## config.mk

```make
export PLATFORM = sky130hd
export DESIGN_NAME = mct_ctrl
export DESIGN_NICKNAME = d
export VERILOG_FILES = /design/src/mct_pkg.sv /design/src/mct_ctrl.sv
export SDC_FILE = /design/constraint.sdc
export NUM_CORES = 1
export LEC_CHECK = 0
export ABC_AREA = 1
export BUFFER_PORTS_ARGS = -buffer_cell sky130_fd_sc_hd__buf_2
export CAP_MARGIN = 20
export CORE_AREA = 2 2 39 41
export CTS_CLUSTER_DIAMETER = 40
export DETAILED_ROUTE_END_ITERATION = 12
export DIE_AREA = 0 0 41 43
export PLACE_DENSITY_LB_ADDON = 0.12
export SLEW_MARGIN = 15
export SYNTH_ARGS = -nofsm -noshare
export SYNTH_HDL_FRONTEND = slang
export SYNTH_SLANG_ARGS = --single-unit
```

## constraint.sdc

```tcl
create_clock -name aclk -period 1.25 [get_ports aclk]
set_input_delay 0.25 -clock aclk [delete_from_list [all_inputs] [get_ports aclk]]
set_output_delay 0.25 -clock aclk [all_outputs]
set_load 0.05 [all_outputs]
```

## src/mct_pkg.sv

```systemverilog
// Shared types and constants for the MIDI channel state tracker.
`timescale 1ns / 1ps

package mct_pkg;

    localparam int NUM_CHANNELS_DEF = 16;
    localparam int KEY_W            = 7;
    localparam int PITCH_W          = 14;

    localparam logic [7:0] CMD_NOTE_ON = 8'h90;
    localparam logic [7:0] CMD_CONTROL = 8'hB0;
    localparam logic [7:0] CMD_PITCH   = 8'hE0;
    localparam logic [7:0] CMD_MASK    = 8'hF0;
    localparam logic [7:0] CHAN_MASK   = 8'h0F;

    typedef enum logic [1:0] {
        ST_CLEAR,
        ST_IDLE,
        ST_EXEC,
        ST_LOAD
    } state_t;

    typedef struct packed {
        logic clear;
        logic capture;
        logic exec;
        logic load;
    } ctrl_cmd_t;

    typedef struct packed {
        logic clear_done;
        logic out_free;
    } ctrl_sts_t;

endpackage

```

## src/mct_ctrl.sv

```systemverilog
// Sequencing state machine: table clear, beat capture, execute, result load.
`timescale 1ns / 1ps

module mct_ctrl
    import mct_pkg::*;
(
    input  logic      aclk,
    input  logic      aresetn,
    input  logic      s_valid,
    output logic      s_ready,
    input  ctrl_sts_t sts,
    output ctrl_cmd_t cmd
);

    state_t state_reg;
    state_t state_next;

    always_ff @(posedge aclk) begin
        if (!aresetn) begin
            state_reg <= ST_CLEAR;
        end else begin
            state_reg <= state_next;
        end
    end

    always_comb begin
        state_next = state_reg;
        cmd        = '0;
        s_ready    = 1'b0;
        case (state_reg)
            ST_CLEAR: begin
                cmd.clear = 1'b1;
                if (sts.clear_done) begin
                    state_next = ST_IDLE;
                end
            end
            ST_IDLE: begin
                s_ready = 1'b1;
                if (s_valid) begin
                    cmd.capture = 1'b1;
                    state_next  = ST_EXEC;
                end
            end
            ST_EXEC: begin
                cmd.exec   = 1'b1;
                state_next = ST_LOAD;
            end
            ST_LOAD: begin
                if (sts.out_free) begin
                    cmd.load   = 1'b1;
                    state_next = ST_IDLE;
                end
            end
            default: begin
                state_next = ST_CLEAR;
            end
        endcase
    end

endmodule

```

==> flow_results.xml, run 1 <==
<?xml version="1.0" encoding="UTF-8"?>
<metrics>
  <group name="place">
    <metric name="routabilityCongestion" unit="">0.627</metric>
    <metric name="preCtsSetupSlack" unit="ns">0.0258</metric>
    <metric name="port_buffers" unit="">9</metric>
    <metric name="post-place-cells" unit="">56</metric>
    <metric name="post-dp-hpwl" unit="um">344</metric>
  </group>
  <group name="sta">
    <metric name="timing.fmax" unit="MHz">763</metric>
    <metric name="finalCriticalPeriod" unit="ns">1.31</metric>
    <metric name="grt_setup_unrepaired" unit="">yes</metric>
    <metric name="slew-limit-headroom" unit="%">83.7</metric>
    <metric name="worst_hold_slack" unit="ns">0.255</metric>
    <metric name="setup_violations_final" unit="">4</metric>
    <metric name="final_hold_viol_count" unit="">0</metric>
    <metric name="final-max-slew-violation-count" unit="">0</metric>
    <metric name="fin_crit_sh" unit="%">105</metric>
    <metric name="clock_skew" unit="ns">0.00137</metric>
    <metric name="finalWorstSetupSlack" unit="ns">-0.0600</metric>
    <metric name="actual_transition_at_the_worst_max_transition_pin" unit="ns">0.246</metric>
  </group>
  <group name="synth">
    <metric name="yosys.cell_types.count" unit="">6</metric>
    <metric name="count_of_state_elements_after_synthesis" unit="">2</metric>
    <metric name="post_synthesis_compound_gate_area_fraction" unit="%">0</metric>
    <metric name="avgSynthCellArea" unit="um2">6.60</metric>
    <metric name="synthesis.nets" unit="">39</metric>
    <metric name="yosys.area_share.xor_xnor" unit="%">0</metric>
    <metric name="synth-adder-area-share" unit="%">32.7</metric>
    <metric name="synthMuxAreaShare" unit="%">0</metric>
    <metric name="synth_top_family_by_area" unit="">adder cells</metric>
    <metric name="syn-instance-count" unit="">29</metric>
    <metric name="yosysWarningCount" unit="">0</metric>
    <metric name="yosys.area_share.simple" unit="%">30.7</metric>
    <metric name="post_synth_instance_area" unit="um2">191</metric>
    <metric name="synth_seq_area_share" unit="%">20.9</metric>
  </group>
  <group name="setup_path">
    <metric name="critical_path.startpoint_type" unit="">register</metric>
    <metric name="timing.critical_path.slowest_cell_delay" unit="ns">0.34</metric>
    <metric name="path_buf_inv" unit="">3</metric>
    <metric name="worst_ep_required" unit="ns">1.00</metric>
    <metric name="path_max_fanout" unit="">3</metric>
    <metric name="crit_path_cell_chain" unit="">inv_4 &gt; ha_4 &gt; nand2_4 &gt; clkinvlp_4 &gt; buf_8</metric>
    <metric name="arrival" unit="ns">1.06</metric>
    <metric name="slowest_stage" unit="">dfxtp_2</metric>
    <metric name="worstSetupEndpoint" unit="">cmd[2]</metric>
    <metric name="crit_path_start" unit="">state_reg[1]</metric>
    <metric name="worstRegToRegCells" unit="">6</metric>
    <metric name="worstReg2RegEnd" unit="">state_reg[1]</metric>
    <metric name="crit-reg2reg-launch" unit="">state_reg[0]</metric>
    <metric name="worst-r2r-setup-slack" unit="ns">0.17</metric>
    <metric name="cp-end-kind" unit="">output pin</metric>
    <metric name="critical_path_class" unit="">register to output pin</metric>
    <metric name="cp_top_family" unit="">flip-flops</metric>
    <metric name="worstSetupPathDepth" unit="">5</metric>
  </group>
  <group name="die">
    <metric name="die_y" unit="um">43</metric>
    <metric name="core.rowCount" unit="">14</metric>
    <metric name="floorplan.initialDensity" unit="%">13.8</metric>
    <metric name="core" unit="um2">1380</metric>
    <metric name="num_io_pins" unit="">10</metric>
    <metric name="design.die.area" unit="um2">1760</metric>
    <metric name="die_width" unit="um">41</metric>
  </group>
  <group name="clocking">
    <metric name="cts_buffers" unit="">3</metric>
    <metric name="cts_num_sinks" unit="">2</metric>
    <metric name="cts-root-to-sink-buffers" unit="">2</metric>
    <metric name="cts-htree-levels" unit="">1</metric>
    <metric name="cts_root_buffer" unit="">clkbuf_4</metric>
    <metric name="clkSlewWorstSetupHoldPaths" unit="ns">0.03</metric>
    <metric name="tritoncts" unit="">done</metric>
    <metric name="clkLatencyLatePin" unit="ns">0.22</metric>
  </group>
  <group name="global_routing">
    <metric name="maximum_number_of_pins_on_one_net_before_global_route_repair" unit="">5</metric>
    <metric name="overflow_after_grt" unit="">0</metric>
    <metric name="grt_antenna_before_repair" unit="">0</metric>
    <metric name="grt_util_all_layers" unit="%">5.70</metric>
    <metric name="grt_first_pass_wirelength" unit="um">634</metric>
    <metric name="first_global_vias" unit="">195</metric>
  </group>
  <group name="routing">
    <metric name="drt_first_iter_violations" unit="">0</metric>
    <metric name="antenna_left" unit="">0</metric>
    <metric name="wirelength" unit="um">413</metric>
    <metric name="vias" unit="">216</metric>
    <metric name="drcViolationCount" unit="">0</metric>
    <metric name="vias_cell" unit="">3.60</metric>
    <metric name="detail_route.first_pass.iterations" unit="">1</metric>
    <metric name="drt-wirelength-per-cell" unit="um">6.88</metric>
  </group>
  <group name="power_and_ir_drop">
    <metric name="power_per_cell_area" unit="nW/um2">2750</metric>
    <metric name="power_leakage" unit="nW">0.207</metric>
    <metric name="ir_drop_worst_vdd" unit="mV">0.706</metric>
  </group>
  <group name="layout">
    <metric name="mostFrequentLayoutCells" unit="">8 x nand2_1, 5 x inv_1, 5 x buf_2</metric>
    <metric name="antenna_cells" unit="">0</metric>
    <metric name="syn2layout_area_growth" unit="%">109</metric>
    <metric name="nNetsFinal" unit="">56</metric>
    <metric name="largest_reg_flops" unit="">2</metric>
    <metric name="drive_gt1_share" unit="%">59.1</metric>
    <metric name="utilization" unit="%">28.9</metric>
    <metric name="layout_commonest_cell" unit="">nand2_1</metric>
    <metric name="final_cell_count_no_fill" unit="">60</metric>
  </group>
  <group name="hold_path">
    <metric name="min-delay-path-class" unit="">input pin to register</metric>
    <metric name="min_from" unit="">aresetn</metric>
  </group>
  <group name="flow_run">
    <metric name="cap_viol_max_count" unit="">0</metric>
  </group>
  <group name="outcome">
    <metric name="violated_checks" unit="">negative setup slack</metric>
    <metric name="run_status" unit="">finished, violations left</metric>
  </group>
</metrics>
how the worst min path moves through the flow:
stage | end | cells past startpoint
floorplan | state_reg[0] | 2
global placement | state_reg[0] | 3
detailed placement | state_reg[1] | 3
CTS | state_reg[0] | 3
global route | state_reg[1] | 3
finish | state_reg[0] | 3
worst min-delay path: stages:
cell and delay, ns:
buf_2 0.10, nand2_1 0.05, nor2_1 0.03
routing by layer:
| metal | up-vias | share of wire (%) | global-route usage (%) | wire (um) |
|---|---|---|---|---|
| met4 | 0 | 0 | 8.00 | 0 |
| met3 | 0 | 9.7 | 1.57 | 40 |
| met2 | 8 | 48 | 7.81 | 200 |
| met5 | - | 0 | 0 | 0 |
| li1 | 113 | - | - | - |
| met1 | 95 | 42 | 5.40 | 172 |
report_power, final:
part           switching, mW  leakage, nW  internal, mW
clock                 0.0347       0.0138         0.106
sequential            0.0488       0.0175         0.108
combinational          0.462        0.176         0.343
total                  0.546        0.207         0.556
layout make-up:
cell class	instances	area (um2)
inverter	8	36.3
sequential	2	45.0
clock buffer	3	22.5
timing repair buffer	12	108
multi-input combinational	19	169
tap	16	20.0
fill	162	983
stage by stage:
stage | setup TNS, ns | cell area, um2 | power, mW
6_report | -0.158 | 400 | 1.10
2_1_floorplan | -0.00930 | 210 | 0.618
3_5_place_dp | 0 | 290 | 0.726
3_3_place_gp | 0 | 290 | 0.727
5_1_grt | -0.317 | 400 | 1.18
4_1_cts | -0.217 | 387 | 1.07
Yosys cell counts (all sizes together):
library cell | n | area [um2]
dfxtp | 2 | 40.0
nand2 | 9 | 33.8
nand3 | 1 | 10.0
nor2 | 4 | 15.0
ha | 5 | 62.6
inv | 8 | 30.0
cell families (layout without fill, tap and decap cells):
| logic type | after synthesis | in the layout |
|---|---|---|
| fa+ha+maj | 5 | 5 |
| buf+inv | 8 | 23 |
| flops | 2 | 2 |
| simple gates | 14 | 14 |
repair_timing:
item,CTS,global route
setup endpoints to repair,5,5
hold buffers,0,0
resized for setup,22,2
hold endpoints to repair,0,0
pin swaps,1,1
buffers inserted,0,1
Note: power is estimated with default switching activity, not from simulation.
==> run 2, diff against run 1 <==
Settings changed: PLACE_DENSITY set to 0.4, PLACE_DENSITY_LB_ADDON 0.12 to not set.
==> flow_results.xml, run 2 (synthesized netlist as in run 1, its figures left out) <==
<?xml version="1.0" encoding="UTF-8"?>
<metrics>
  <group name="outcome">
    <metric name="run_status" unit="">finished, violations left</metric>
    <metric name="violated_checks" unit="">negative setup slack</metric>
  </group>
  <group name="hold_path">
    <metric name="min-delay-path-class" unit="">input pin to register</metric>
    <metric name="hold_depth" unit="">3</metric>
  </group>
  <group name="sta">
    <metric name="final_hold_viol_count" unit="">0</metric>
    <metric name="slew-limit-headroom" unit="%">90.3</metric>
    <metric name="finalCriticalPeriod" unit="ns">1.30</metric>
    <metric name="final-max-slew-violation-count" unit="">0</metric>
    <metric name="setup_violations_final" unit="">3</metric>
    <metric name="fin_crit_sh" unit="%">104</metric>
    <metric name="clock_skew" unit="ns">0.000987</metric>
    <metric name="finalWorstSetupSlack" unit="ns">-0.0532</metric>
    <metric name="timing.fmax" unit="MHz">767</metric>
    <metric name="total_negative_setup_slacks" unit="ns">-0.103</metric>
    <metric name="grt_setup_unrepaired" unit="">yes</metric>
    <metric name="actual_transition_at_the_worst_max_transition_pin" unit="ns">0.147</metric>
  </group>
  <group name="setup_path">
    <metric name="critical_path_class" unit="">register to output pin</metric>
    <metric name="cp-end-kind" unit="">output pin</metric>
    <metric name="worstRegToRegCells" unit="">6</metric>
    <metric name="worst_ep_required" unit="ns">1.00</metric>
    <metric name="path_max_fanout" unit="">3</metric>
    <metric name="critical_path.startpoint_type" unit="">register</metric>
    <metric name="arrival" unit="ns">1.05</metric>
  </group>
  <group name="clocking">
    <metric name="tritoncts" unit="">done</metric>
    <metric name="cts_hold_buf" unit="">0</metric>
    <metric name="clkLatencyLatePin" unit="ns">0.22</metric>
    <metric name="cts_root_buffer" unit="">clkbuf_4</metric>
    <metric name="cts_buffers" unit="">3</metric>
    <metric name="cts-root-to-sink-buffers" unit="">2</metric>
    <metric name="cts-htree-levels" unit="">1</metric>
    <metric name="cts_num_sinks" unit="">2</metric>
    <metric name="cts.repair_timing.setup_buffer_count" unit="">0</metric>
    <metric name="clkSlewWorstSetupHoldPaths" unit="ns">0.03</metric>
  </group>
  <group name="layout">
    <metric name="final_cell_count_no_fill" unit="">59</metric>
    <metric name="nNetsFinal" unit="">55</metric>
    <metric name="filler_cell_count" unit="">155</metric>
    <metric name="syn2layout_area_growth" unit="%">108</metric>
    <metric name="layout.area.seq" unit="um2">45.0</metric>
    <metric name="largest_reg_flops" unit="">2</metric>
    <metric name="mostFrequentLayoutCells" unit="">7 x nand2_1, 4 x inv_1, 4 x nor2_1, 4 x buf_2</metric>
    <metric name="layout_commonest_cell" unit="">nand2_1</metric>
    <metric name="multiInputGateArea" unit="um2">171</metric>
    <metric name="drive_gt1_share" unit="%">62.8</metric>
    <metric name="antenna_cells" unit="">0</metric>
  </group>
  <group name="power_and_ir_drop">
    <metric name="netSwitchingFraction" unit="%">50.0</metric>
    <metric name="power_per_cell_area" unit="nW/um2">2750</metric>
    <metric name="clock_power_share" unit="%">13.0</metric>
    <metric name="ir_drop_worst_vdd" unit="mV">0.814</metric>
    <metric name="power_leakage" unit="nW">0.201</metric>
    <metric name="p_seq_share" unit="%">14.3</metric>
    <metric name="internal-power" unit="mW">0.548</metric>
    <metric name="p_switching" unit="mW">0.548</metric>
    <metric name="comb_power_share" unit="%">72.6</metric>
  </group>
  <group name="die">
    <metric name="floorplan.initialDensity" unit="%">13.8</metric>
    <metric name="die_y" unit="um">43</metric>
    <metric name="core" unit="um2">1380</metric>
    <metric name="die_width" unit="um">41</metric>
    <metric name="num_io_pins" unit="">10</metric>
    <metric name="design.die.area" unit="um2">1760</metric>
    <metric name="core.rowCount" unit="">14</metric>
  </group>
  <group name="global_routing">
    <metric name="maximum_number_of_pins_on_one_net_before_global_route_repair" unit="">5</metric>
    <metric name="grt_first_pass_wirelength" unit="um">496</metric>
    <metric name="grt_antenna_before_repair" unit="">0</metric>
    <metric name="overflow_after_grt" unit="">0</metric>
    <metric name="first_global_vias" unit="">134</metric>
    <metric name="grt_util_all_layers" unit="%">4.90</metric>
  </group>
  <group name="place">
    <metric name="routabilityCongestion" unit="">0.686</metric>
    <metric name="preCtsSetupSlack" unit="ns">0.0265</metric>
    <metric name="port_buffers" unit="">9</metric>
    <metric name="post-place-cells" unit="">56</metric>
  </group>
  <group name="routing">
    <metric name="detail_route.first_pass.iterations" unit="">3</metric>
    <metric name="vias" unit="">194</metric>
    <metric name="drt_first_iter_violations" unit="">3</metric>
    <metric name="vias_cell" unit="">3.29</metric>
    <metric name="drt-wirelength-per-cell" unit="um">7.05</metric>
    <metric name="antenna_left" unit="">0</metric>
    <metric name="drcViolationCount" unit="">0</metric>
    <metric name="wirelength" unit="um">416</metric>
  </group>
  <group name="flow_run">
    <metric name="cap_viol_max_count" unit="">0</metric>
  </group>
</metrics>
==> run 2: cell types whose count changed in the layout (fill, tap and decap cells not counted) <==
cell,before,now
nand2_1,8,7
buf_2,5,4
inv_1,5,4
nand2_2,0,1
inv_2,1,2
==> run 2: worst paths after layout <==
check | startpoint | slack, ns | endpoint
hold / removal | aresetn | 0.25 | state_reg[0]
setup / recovery | state_reg[1] | -0.05 | cmd[2]
setup reg to reg | state_reg[0] | 0.17 | state_reg[1]
hold reg to reg | state_reg[0] | 0.61 | state_reg[0]
==> run 2: per-layer routing <==
layer	track usage (%)	wire, um	up-vias
li1	-	-	111
met1	6.03	196	73
met2	4.69	172	10
met3	1.57	48	0
met4	8.00	0	0
met5	0	0	-
==> run 2: worst max-delay path, cell delays in order, from the launching register on <==
cell and delay [ns]:
dfxtp_2 0.33, inv_2 0.06, ha_4 0.17, nand2_4 0.06
clkinvlp_4 0.07, buf_8 0.15
==> run 2: stage by stage <==
stage | hold slack (ns) | cell area [um2] | total power [mW] | util (%)
after floorplan | 0.370 | 210 | 0.618 | -
after global placement | 0.494 | 290 | 0.723 | 21.0
after detailed placement | 0.489 | 290 | 0.721 | 21.0
after CTS | 0.238 | 364 | 1.03 | 26.3
after global routing | 0.253 | 398 | 1.18 | 28.8
final | 0.252 | 398 | 1.10 | 28.8
==> run 2: what timing repair did <==
item / in CTS / in global routing
pin swaps: 0 / 1
setup endpoints to repair: 5 / 4
resized for setup: 18 / 9
==> run 2: final cells by class <==
cell class                 count  share of cell area [%]
multi-input combinational     19                    43.1
timing repair buffer          11                    25.8
inverter                       8                    9.12
tap                           16                    5.03
sequential                     2                    11.3
clock buffer                   3                    5.66
==> run 2: power by group through the flow <==
stage          Sequential [mW]  Combinational, mW  Clock, mW
2_1_floorplan            0.125              0.493          0
3_3_place_gp             0.128              0.594          0
3_5_place_dp             0.128              0.593          0
4_1_cts                  0.151              0.722      0.155
5_1_grt                  0.163              0.866      0.156
6_report                 0.157              0.796      0.143
==> run 3, diff against run 2 <==
Settings changed: CELL_PAD_IN_SITES_DETAIL_PLACEMENT set to 1, CELL_PAD_IN_SITES_GLOBAL_PLACEMENT set to 2, PLACE_DENSITY 0.4 to 0.63.
==> flow_results.xml, run 3 (synthesized netlist as in run 1, its figures left out) <==
<?xml version="1.0" encoding="UTF-8"?>
<metrics>
  <group name="outcome">
    <metric name="run_status" unit="">finished, violations left</metric>
    <metric name="violated_checks" unit="">negative setup slack</metric>
  </group>
  <group name="clocking">
    <metric name="cts_buffers" unit="">3</metric>
    <metric name="tritoncts" unit="">done</metric>
    <metric name="cts_root_buffer" unit="">clkbuf_4</metric>
    <metric name="cts_num_sinks" unit="">2</metric>
    <metric name="clkLatencyLatePin" unit="ns">0.22</metric>
    <metric name="cts-root-to-sink-buffers" unit="">2</metric>
    <metric name="cts.repair_timing.setup_buffer_count" unit="">0</metric>
    <metric name="clkSlewWorstSetupHoldPaths" unit="ns">0.03</metric>
    <metric name="cts-htree-levels" unit="">1</metric>
  </group>
  <group name="sta">
    <metric name="grt_setup_unrepaired" unit="">yes</metric>
    <metric name="worst_hold_slack" unit="ns">0.256</metric>
    <metric name="final-max-slew-violation-count" unit="">0</metric>
    <metric name="actual_transition_at_the_worst_max_transition_pin" unit="ns">0.246</metric>
    <metric name="slew-limit-headroom" unit="%">83.7</metric>
    <metric name="fin_crit_sh" unit="%">104</metric>
    <metric name="clock_skew" unit="ns">0.000317</metric>
    <metric name="setup_violations_final" unit="">4</metric>
    <metric name="final_hold_viol_count" unit="">0</metric>
    <metric name="finalWorstSetupSlack" unit="ns">-0.0527</metric>
    <metric name="finalCriticalPeriod" unit="ns">1.30</metric>
    <metric name="timing.fmax" unit="MHz">768</metric>
  </group>
  <group name="die">
    <metric name="die_y" unit="um">43</metric>
    <metric name="core.rowCount" unit="">14</metric>
    <metric name="die_width" unit="um">41</metric>
    <metric name="design.die.area" unit="um2">1760</metric>
    <metric name="num_io_pins" unit="">10</metric>
    <metric name="floorplan.initialDensity" unit="%">13.8</metric>
    <metric name="core" unit="um2">1380</metric>
  </group>
  <group name="routing">
    <metric name="vias" unit="">206</metric>
    <metric name="detail_route.first_pass.iterations" unit="">2</metric>
    <metric name="wirelength" unit="um">460</metric>
    <metric name="drt-wirelength-per-cell" unit="um">7.80</metric>
    <metric name="drt_first_iter_violations" unit="">2</metric>
    <metric name="antenna_left" unit="">0</metric>
    <metric name="drcViolationCount" unit="">0</metric>
    <metric name="vias_cell" unit="">3.49</metric>
  </group>
  <group name="setup_path">
    <metric name="critical_path.startpoint_type" unit="">register</metric>
    <metric name="cp-end-kind" unit="">output pin</metric>
    <metric name="worst_ep_required" unit="ns">1.00</metric>
    <metric name="critical_path_class" unit="">register to output pin</metric>
    <metric name="arrival" unit="ns">1.05</metric>
    <metric name="path_max_fanout" unit="">3</metric>
  </group>
  <group name="layout">
    <metric name="utilization" unit="%">28.6</metric>
    <metric name="layout.area.seq" unit="um2">45.0</metric>
    <metric name="antenna_cells" unit="">0</metric>
    <metric name="syn2layout_area_growth" unit="%">107</metric>
    <metric name="layout_commonest_cell" unit="">nand2_1</metric>
    <metric name="filler_cell_count" unit="">170</metric>
    <metric name="largest_reg_flops" unit="">2</metric>
    <metric name="nNetsFinal" unit="">55</metric>
    <metric name="final_cell_count_no_fill" unit="">59</metric>
    <metric name="drive_gt1_share" unit="%">62.8</metric>
    <metric name="mostFrequentLayoutCells" unit="">7 x nand2_1, 5 x buf_2, 4 x inv_1, 4 x nor2_1</metric>
    <metric name="postLayoutCellArea" unit="um2">395</metric>
    <metric name="multiInputGateArea" unit="um2">171</metric>
  </group>
  <group name="place">
    <metric name="placedInstanceArea" unit="um2">290</metric>
    <metric name="port_buffers" unit="">9</metric>
    <metric name="post-dp-hpwl" unit="um">356</metric>
    <metric name="routabilityCongestion" unit="">0.640</metric>
    <metric name="post-place-cells" unit="">56</metric>
  </group>
  <group name="power_and_ir_drop">
    <metric name="clock_power_share" unit="%">12.8</metric>
    <metric name="p_switching" unit="mW">0.550</metric>
    <metric name="comb_power_share" unit="%">73.1</metric>
    <metric name="internal-power" unit="mW">0.541</metric>
    <metric name="p_seq_share" unit="%">14.1</metric>
    <metric name="power_per_cell_area" unit="nW/um2">2760</metric>
    <metric name="ir_drop_worst_vdd" unit="mV">0.954</metric>
    <metric name="netSwitchingFraction" unit="%">50.4</metric>
    <metric name="power_leakage" unit="nW">0.201</metric>
  </group>
  <group name="global_routing">
    <metric name="overflow_after_grt" unit="">0</metric>
    <metric name="grt_first_pass_wirelength" unit="um">731</metric>
    <metric name="maximum_number_of_pins_on_one_net_before_global_route_repair" unit="">5</metric>
    <metric name="grt_util_all_layers" unit="%">6.71</metric>
    <metric name="grt_antenna_before_repair" unit="">0</metric>
    <metric name="first_global_vias" unit="">192</metric>
  </group>
  <group name="hold_path">
    <metric name="min-delay-path-class" unit="">input pin to register</metric>
  </group>
  <group name="flow_run">
    <metric name="cap_viol_max_count" unit="">0</metric>
  </group>
</metrics>
## run 3: worst paths after layout
path / startpoint / end / slack, ns / cells after the start
worst min register to register: state_reg[0] / state_reg[0] / 0.62 / 4
worst max register to register: state_reg[0] / state_reg[1] / 0.18 / 7
worst max-delay path: state_reg[1] / cmd[2] / -0.05 / 5
worst min-delay path: aresetn / state_reg[0] / 0.26 / 3
## run 3: critical path: stages (launching register included)
cell and delay, ns:
dfxtp_2 0.33, inv_2 0.06, ha_4 0.17, nand2_4 0.06
clkinvlp_4 0.07, buf_8 0.15
## run 3: timing repair
action	4_1_cts	5_1_grt
hold buffers	0	0
endpoints found under the hold margin	0	0
setup endpoints to repair	5	5
gates resized for setup	22	4
pin swaps	1	1
## run 3: stage by stage
step	setup TNS (ns)	setup slack, ns	total power [mW]
after detailed placement	0	0.0250	0.734
after floorplan	-0.00930	-0.00930	0.618
after CTS	-0.204	-0.0648	1.08
after global placement	0	0.0434	0.734
final	-0.124	-0.0527	1.09
after global routing	-0.316	-0.110	1.19
## run 3: cell type report
class / count / share of cell area, %
multi-input cells: 19 / 43.4
repair buffers: 11 / 25.3
flip-flops and latches: 2 / 11.4
inverters: 8 / 9.18
clock buffers: 3 / 5.70
well taps: 16 / 5.06
## run 3: layer usage
layer  part of all wire, %  vias to the layer above  GRT usage, %
met4                     0                        0          6.00
met3                   8.7                        0          3.14
met2                    50                       10          9.69
met5                     0                        -             0
met1                    42                       84          6.69
li1                      -                      112             -
## run 3: power groups by stage
stage                     clock network (mW)  registers (mW)  logic, mW
after floorplan                            0           0.125      0.493
after global placement                     0           0.123      0.611
after detailed placement                   0           0.126      0.609
after global routing                   0.156           0.162      0.872
final                                  0.140           0.154      0.797
after CTS                              0.149           0.152      0.775
